==> config.mk <==
export PLATFORM = sky130hd
export DESIGN_NAME = cmhp_div
export DESIGN_NICKNAME = d
export VERILOG_FILES = /design/src/rtl/cmhp_pkg.sv /design/src/rtl/cmhp_div.sv
export SDC_FILE = /design/constraint.sdc
export NUM_CORES = 2
export LEC_CHECK = 0
export BUFFER_PORTS_ARGS = -buffer_cell sky130_fd_sc_hd__buf_2
export CAP_MARGIN = 10
export CORE_MARGIN = 2
export CORE_UTILIZATION = 50
export DETAILED_ROUTE_END_ITERATION = 8
export GPL_ROUTABILITY_DRIVEN = 0
export GPL_TIMING_DRIVEN = 0
export HOLD_SLACK_MARGIN = 0.06
export PLACE_DENSITY = 0.76
export SYNTH_ARGS = -nofsm -noshare
export SYNTH_HDL_FRONTEND = slang
export SYNTH_SLANG_ARGS = --single-unit
export TNS_END_PERCENT = 20
==> constraint.sdc <==
create_clock -name clock -period 4.2 [get_ports clock]
set_input_delay 0.84 -clock clock [delete_from_list [all_inputs] [get_ports clock]]
set_output_delay 0.84 -clock clock [all_outputs]
set_load 0.1 [all_outputs]
==> src/rtl/cmhp_pkg.sv <==
// ----------------------------------------------------------------------------
// cmhp_pkg
// Shared widths, types, matrix coefficients and register codes for the
// hue-preserving 3x3 color correction matrix.
// ----------------------------------------------------------------------------
package cmhp_pkg;

   localparam int COEF_FRAC_BITS = 14;
   localparam int LANES          = 3;

   localparam int COMP_W  = 16;
   localparam int OUT_W   = 17;
   localparam int COEF_W  = COEF_FRAC_BITS + 3;
   localparam int PROD_W  = COEF_W + COMP_W + 1;
   localparam int SUM_W   = COMP_W + 4;
   localparam int MAG_W   = SUM_W;
   localparam int FS_W    = 16;
   localparam int DVD_W   = MAG_W + FS_W;
   localparam int QUO_W   = OUT_W;

   // one stage loads the partial remainder, one per quotient bit after it
   localparam int DIV_STAGES = QUO_W + 1;

   localparam int ST_PROD     = 0;
   localparam int ST_SUM      = 1;
   localparam int ST_MAX      = 2;
   localparam int ST_DVD      = 3;
   localparam int ST_DIV      = 4;
   localparam int ST_OUT      = ST_DIV + DIV_STAGES;
   localparam int PIPE_STAGES = ST_OUT + 1;

   localparam int CSR_IDX_W  = 1;
   localparam int CSR_DATA_W = 16;

   typedef enum logic [CSR_IDX_W-1:0] {
      CSR_SAT_THRESHOLD,
      CSR_FULL_SCALE
   } csr_index_type;

   localparam logic [CSR_DATA_W-1:0] SAT_THRESHOLD_RESET = 16'd65525;
   localparam logic [CSR_DATA_W-1:0] FULL_SCALE_RESET    = 16'd65535;

   typedef logic        [COMP_W-1:0] comp_type;
   typedef logic signed [COEF_W-1:0] coef_type;
   typedef logic signed [PROD_W-1:0] prod_type;
   typedef logic signed [SUM_W-1:0]  sum_type;
   typedef logic        [MAG_W-1:0]  mag_type;
   typedef logic        [FS_W-1:0]   fs_type;
   typedef logic        [DVD_W-1:0]  dvd_type;
   typedef logic        [QUO_W-1:0]  quo_type;
   typedef logic signed [OUT_W-1:0]  out_type;

   localparam out_type OUT_MAX = {1'b0, {(OUT_W-1){1'b1}}};
   localparam out_type OUT_MIN = {1'b1, {(OUT_W-1){1'b0}}};

   // largest quotient magnitudes that still fit the output field
   localparam quo_type NEG_LIMIT = QUO_W'(1) << (OUT_W - 1);
   localparam quo_type POS_LIMIT = NEG_LIMIT - QUO_W'(1);

   typedef struct packed {
      logic                         use_div;
      logic [LANES-1:0]             neg;
      logic [LANES-1:0][OUT_W-1:0]  direct;
   } side_type;

   typedef struct packed {
      logic    ovf;
      quo_type quo;
   } div_result_type;

   // nominal value in millionths to fixed point, halves away from zero
   function automatic coef_type fixed_coef(input longint micro);
      longint mag;
      longint q;
      mag = (micro < 0) ? -micro : micro;
      q   = (mag * (longint'(1) <<< COEF_FRAC_BITS) + 64'sd500000) / 64'sd1000000;
      if (micro < 0) begin
         q = -q;
      end
      return COEF_W'(q);
   endfunction

   // row-major, row = output component, column = input component
   localparam coef_type COEF [LANES*LANES] = '{
      fixed_coef(1901824), fixed_coef(-972035), fixed_coef(70211),
      fixed_coef(-229410), fixed_coef(1659384), fixed_coef(-429974),
      fixed_coef(42001),   fixed_coef(-519143), fixed_coef(1477141)
   };

   localparam prod_type TRUNC_BIAS = (prod_type'(1) <<< COEF_FRAC_BITS) - prod_type'(1);

endpackage

==> src/rtl/cmhp_div.sv <==
// ----------------------------------------------------------------------------
// cmhp_div
// Pipelined restoring divider, three lanes sharing one divisor, one
// quotient bit per stage. Flags quotients that do not fit QUO_W bits.
// ----------------------------------------------------------------------------
module cmhp_div (
   input  logic                                   clock,
   input  logic [cmhp_pkg::DIV_STAGES-1:0]        load,
   input  cmhp_pkg::dvd_type                      dvd [cmhp_pkg::LANES],
   input  cmhp_pkg::mag_type                      dvr,
   output cmhp_pkg::div_result_type               result [cmhp_pkg::LANES]
);

   cmhp_pkg::mag_type rem_ff  [cmhp_pkg::QUO_W][cmhp_pkg::LANES];
   cmhp_pkg::mag_type rem_in  [cmhp_pkg::QUO_W][cmhp_pkg::LANES];
   cmhp_pkg::quo_type low_ff  [cmhp_pkg::QUO_W][cmhp_pkg::LANES];
   cmhp_pkg::quo_type low_in  [cmhp_pkg::QUO_W][cmhp_pkg::LANES];
   cmhp_pkg::mag_type dvr_ff  [cmhp_pkg::QUO_W];
   cmhp_pkg::mag_type dvr_in  [cmhp_pkg::QUO_W];
   cmhp_pkg::quo_type quo_ff  [cmhp_pkg::DIV_STAGES][cmhp_pkg::LANES];
   cmhp_pkg::quo_type quo_in  [cmhp_pkg::DIV_STAGES][cmhp_pkg::LANES];
   logic              ovf_ff  [cmhp_pkg::DIV_STAGES][cmhp_pkg::LANES];
   logic              ovf_in  [cmhp_pkg::DIV_STAGES][cmhp_pkg::LANES];

   always_comb begin
      logic [cmhp_pkg::MAG_W:0] trial;
      logic                     ge;
      for (int l = 0; l < cmhp_pkg::LANES; l++) begin
         // upper bits at or above the divisor mean the quotient overflows
         rem_in[0][l] = cmhp_pkg::MAG_W'(dvd[l][cmhp_pkg::DVD_W-1:cmhp_pkg::QUO_W]);
         ovf_in[0][l] = cmhp_pkg::MAG_W'(dvd[l][cmhp_pkg::DVD_W-1:cmhp_pkg::QUO_W]) >= dvr;
         low_in[0][l] = dvd[l][cmhp_pkg::QUO_W-1:0];
         quo_in[0][l] = '0;
      end
      dvr_in[0] = dvr;
      for (int k = 1; k < cmhp_pkg::DIV_STAGES; k++) begin
         for (int l = 0; l < cmhp_pkg::LANES; l++) begin
            trial = {rem_ff[k-1][l], low_ff[k-1][l][cmhp_pkg::QUO_W-1]};
            ge    = trial >= {1'b0, dvr_ff[k-1]};
            quo_in[k][l] = {quo_ff[k-1][l][cmhp_pkg::QUO_W-2:0], ge};
            ovf_in[k][l] = ovf_ff[k-1][l];
            if (k < cmhp_pkg::QUO_W) begin
               rem_in[k][l] = ge ? cmhp_pkg::MAG_W'(trial - {1'b0, dvr_ff[k-1]})
                                 : trial[cmhp_pkg::MAG_W-1:0];
               low_in[k][l] = low_ff[k-1][l] << 1;
            end
         end
         if (k < cmhp_pkg::QUO_W) begin
            dvr_in[k] = dvr_ff[k-1];
         end
      end
   end

   always_ff @(posedge clock) begin
      for (int k = 0; k < cmhp_pkg::DIV_STAGES; k++) begin
         if (load[k]) begin
            quo_ff[k] <= quo_in[k];
            ovf_ff[k] <= ovf_in[k];
            if (k < cmhp_pkg::QUO_W) begin
               rem_ff[k] <= rem_in[k];
               low_ff[k] <= low_in[k];
               dvr_ff[k] <= dvr_in[k];
            end
         end
      end
   end

   always_comb begin
      for (int l = 0; l < cmhp_pkg::LANES; l++) begin
         result[l].ovf = ovf_ff[cmhp_pkg::DIV_STAGES-1][l];
         result[l].quo = quo_ff[cmhp_pkg::DIV_STAGES-1][l];
      end
   end

endmodule

### After elaboration in Yosys (flattened, before gate mapping)

Memories as Yosys holds them, arrays and structs flattened.
Cells that the tools add are included.

* register bits: 0
* bits in latches: 0
* bits in writable memories: 3199
* ROM bits: 0
* input bits: 147
* output and inout port bits: 54
* logic and storage cells: 191
* memories kept: 5

* add/sub/neg operators: 48
* $mul: 0
* div/mod/pow operators: 0
* magnitude comparators: 54
* eq/ne operators: 0
* shifts and indexed selects: 0
* mux-type cells: 84
* bitwise operators: 0
* reductions and logical operators: 0

Memories
* rem_ff: words 17, width 60, rd ports 17, clocked after Yosys merged registers in 0, wr ports 17, line cmhp_div.sv:14 `cmhp_pkg::mag_type rem_ff [cmhp_pkg::QUO_W][cmhp_pkg::LANES];`
* quo_ff: words 18, width 51, rd ports 18, clocked after Yosys merged registers in 0, wr ports 18, line cmhp_div.sv:20 `cmhp_pkg::quo_type quo_ff [cmhp_pkg::DIV_STAGES][cmhp_pkg::LANES];`
* low_ff: words 17, width 51, rd ports 17, clocked after Yosys merged registers in 0, wr ports 17, line cmhp_div.sv:16 `cmhp_pkg::quo_type low_ff [cmhp_pkg::QUO_W][cmhp_pkg::LANES];`
* dvr_ff: words 17, width 20, rd ports 17, clocked after Yosys merged registers in 0, wr ports 17, line cmhp_div.sv:18 `cmhp_pkg::mag_type dvr_ff [cmhp_pkg::QUO_W];`
* ovf_ff: words 18, width 3, rd ports 18, clocked after Yosys merged registers in 0, wr ports 18, line cmhp_div.sv:22 `logic ovf_ff [cmhp_pkg::DIV_STAGES][cmhp_pkg::LANES];`

Operators by type and width (count)
* 21-bit by 20-bit >= comparator with 1-bit output: 51
* 20-bit 2-to-1 mux: 48
* 20-bit subtractor: 48
* 19-bit by 20-bit >= comparator with 1-bit output: 3
* 1-bit 2-to-1 mux: 36

### Depth between registers and ports, before layout

An unclocked memory read counts as a cell.

* word-level depth: 3
* depth in mapped cells: 15

### Worst setup path after synthesis

OpenSTA, ideal clock, no wires.

* path type: reg-to-reg
* start: memory dvr_ff[0][81] in the netlist's numbering
* end: memory rem_ff[0][303] in the netlist's numbering, data pin
* setup time: 0.260 ns
* arrival time: 3.447 ns
* slack: 0.494 ns
* stages on the path, launching flop included: 14
* cell sequence: edfxtp_1 > inv_1 > ha_1 > nor2b_1 > o31a_1 > o21ai_1 > a21oi_1 > a211o_1 > a31o_2 > or3_1 > and4b_1 > a2111oi_2 > buf_2 > mux2_2

RTL lines (line)
* start: declaration: cmhp_div.sv:18
* end: declaration: cmhp_div.sv:14

==> results.toml <==
[timing]
timing.slew.headroom_pct = 22.4
rsz0062_at_grt = "true"
worst_pin_slew_ps = 1160
hold_violations = 0
maxSlewViolCount = 0
fmax_mhz = 237
fin_ws_ps = -25.2
setup_violations = 13
min_period_ps = 4230
finClkSkew_ps = 88.1
post-route-period-util_pct = 101
finalSetupTns_ps = -132

[logic_synthesis]
ys_warn_count = 0
synth_area_sq_um = 126000
ys_types = 77
synth_top_area_share_pct = 55.5
synth_cells = 10500
synth_area_per_cell_sq_um = 12.0
seq_area_frac_synth_pct = 55.5
synth_seq_cells = 2329
yosys-top-cells-area = "edfxtp_1, ha_1, a21oi_1, xnor2_1, mux2_2"
synth_edf_count = 2329
synth_commonest_cells = "edfxtp_1, ha_1, a21oi_1"
synth_top_area_cell = "edfxtp_1"
synth_ff_type = "edfxtp_1"
synth.most_common_cell = "edfxtp_1"
syn_nets = 11800
postSynth.asyncResetShare_pct = 0

[job]
maxCapViolations = 0

[critical_path]
reg2reg_slack_ps = -30
cp_data_required_time_ps = 4860
cp_data_arrival_time_ps = 4880
end_kind = "flop"
startpoint_type = "flop"
critPathMaxFanout = 10
path_class = "reg2reg"

[global_routing]
grt.total_usage_pct = 25.7
grt_max_degree = 105
grt_overflow_total = 0
grt_pass1_vias = 87700
grt_pass1_wl_microns = 508000
antenna_found_initial = 25

[pwr]
combPwrFrac_pct = 45.4
switchingPower_uw = 43300
p_total_uw = 111000
clkPwrFrac_pct = 19.4
leakage_uw = 0.0558
power.density_nw_per_um2 = 786
peakVddDrop_mv = 0.489
intPower_uw = 67500
power.share.sequential_pct = 35.2
sw_frac_of_total_pct = 39.1

[floorplanning]
die_height_microns = 506
dieArea_sq_um = 256000
placementRows = 184
fp.dieW_microns = 506
pin_count = 201
start_util_pct = 50.2
core_sq_um = 251000

[finish]
layout.nets = 12300
fin_area_sq_um = 141000
fill_cells = 20000
ff_latch_area_sq_um = 69900
utilization_pct = 56.2
syn_to_final_growth_pct = 11.8
multi_input_area_sq_um = 53300
drive_gt1_share_pct = 10.6

[min_path]
hold_path_class = "in2reg"

[detailed_routing]
first_iter_violations = 10500
num_vias = 89400
wire_per_inst_microns = 23.3
drc_errors = 0
drtPass1Iterations = 9
routed_wl_microns = 339000
routed_via_density = 6.15
ant_nets = 0

[clock_network]
cts.sinks = 2329
cts_max_path_buffers = 3
cts_tree = "done"
numCtsBuffers = 237
clk-insertion-delay-late_ps = 920
h-tree-depth = 4
root_buffer = "clkbuf_16"
clkSlewWorstSetupHoldPaths_ps = 70

[status]
violations = "negative setup slack"
status = "complete, but fails checks"

[placed_design]
dpl_cell_area_sq_um = 132000
hpwl_microns = 262000
port_buffers = 200
final cells by class:
type | instances | share of cell area [%]
flip-flops and latches | 2329 | 49.6
clock buffers | 271 | 4.31
clock inverters | 177 | 1.39
inverters | 663 | 1.77
plain buffers | 190 | 0.700
repair buffers | 266 | 1.41
diodes | 7 | 0.0124
well taps | 3348 | 2.97
multi-input cells | 7300 | 37.8
state kept, by name (all words and copies together) (netlist names):
signal and flops:
dvr_ff 340, low_ff 459, ovf_ff 54, quo_ff 459
rem_ff 1017
kinds of logic after synthesis:
family          share of synthesized area, %
compound gates                          13.0
xor+xnor                                5.21
simple gates                            9.05
flops                                   55.5
mux                                     3.12
fa+ha+maj                               11.5
buf+inv                                 2.62
through the flow:
step	worst slack, ps	hold WS [ps]	cells
after floorplan	494	400	10500
after global placement	-674	400	14000
after detailed placement	-756	405	14100
after CTS	-56.2	61.3	14500
after global routing	-158	79.1	14500
final	-25.2	132	14600
what timing repair did:
item / in CTS / in global routing
endpoints found under the setup margin: 654 / 763
buffers inserted: 11 / 20
gates resized for setup: 122 / 139
endpoints found under the hold margin: 17 / 0
hold buffers: 17 / 0
pin swaps: 5 / 13
cell usage in the layout, fill, tap and decap left out, types with 204 or more instances in the layout:
| cell type | count |
|---|---|
| clkbuf_16 | 238 |
| o21ai_0 | 653 |
| nand2_1 | 596 |
| ha_1 | 1077 |
| a21o_1 | 363 |
| mux2_2 | 314 |
| nor2_1 | 768 |
| inv_1 | 647 |
| a21oi_1 | 887 |
| buf_2 | 204 |
| xnor2_1 | 460 |
| edfxtp_1 | 2329 |
| xor2_1 | 289 |
worst max-delay path, stage by stage, from the launching register on:
cell       delay [ps]
edfxtp_1          480
inv_2             200
ha_1              270
nor2b_1           130
o21ai_0           260
a21boi_1          170
o31ai_2           300
a31oi_2           190
a41oi_1           240
o21ai_0           120
a21oi_1           240
a21oi_1           180
a2111oi_4         560
buf_6             240
mux2_2            370
power by group through the flow:
| stage | combinational [uW] | sequential (uW) | clock, uW |
|---|---|---|---|
| floorplan | 35000 | 37100 | 0 |
| global placement | 45200 | 39100 | 0 |
| detailed placement | 47500 | 39200 | 0 |
| CTS | 48300 | 38800 | 21900 |
| global route | 54200 | 39200 | 22800 |
| finish | 50300 | 39000 | 21500 |
path summary, 6_finish.rpt:
check	cells past startpoint	start	end
max reg2reg	14	dvr_ff[0][201]	rem_ff[0][717]
min	1	dvd[16]	low_ff[0][16]
max	14	dvr_ff[0][201]	rem_ff[0][717]
min reg2reg	0	quo_ff[4][1]	quo_ff[5][2]
metal layers:
metal  global-route usage [%]  vias to the layer above  wire, microns
li1                         -                    40200              -
met1                     32.6                    42800         130000
met2                     41.6                     5083         156000
met3                     4.85                     1282          32000
met5                        0                        -             62
met4                     14.3                       10          21900
Note: power is estimated with default switching activity, not from simulation.
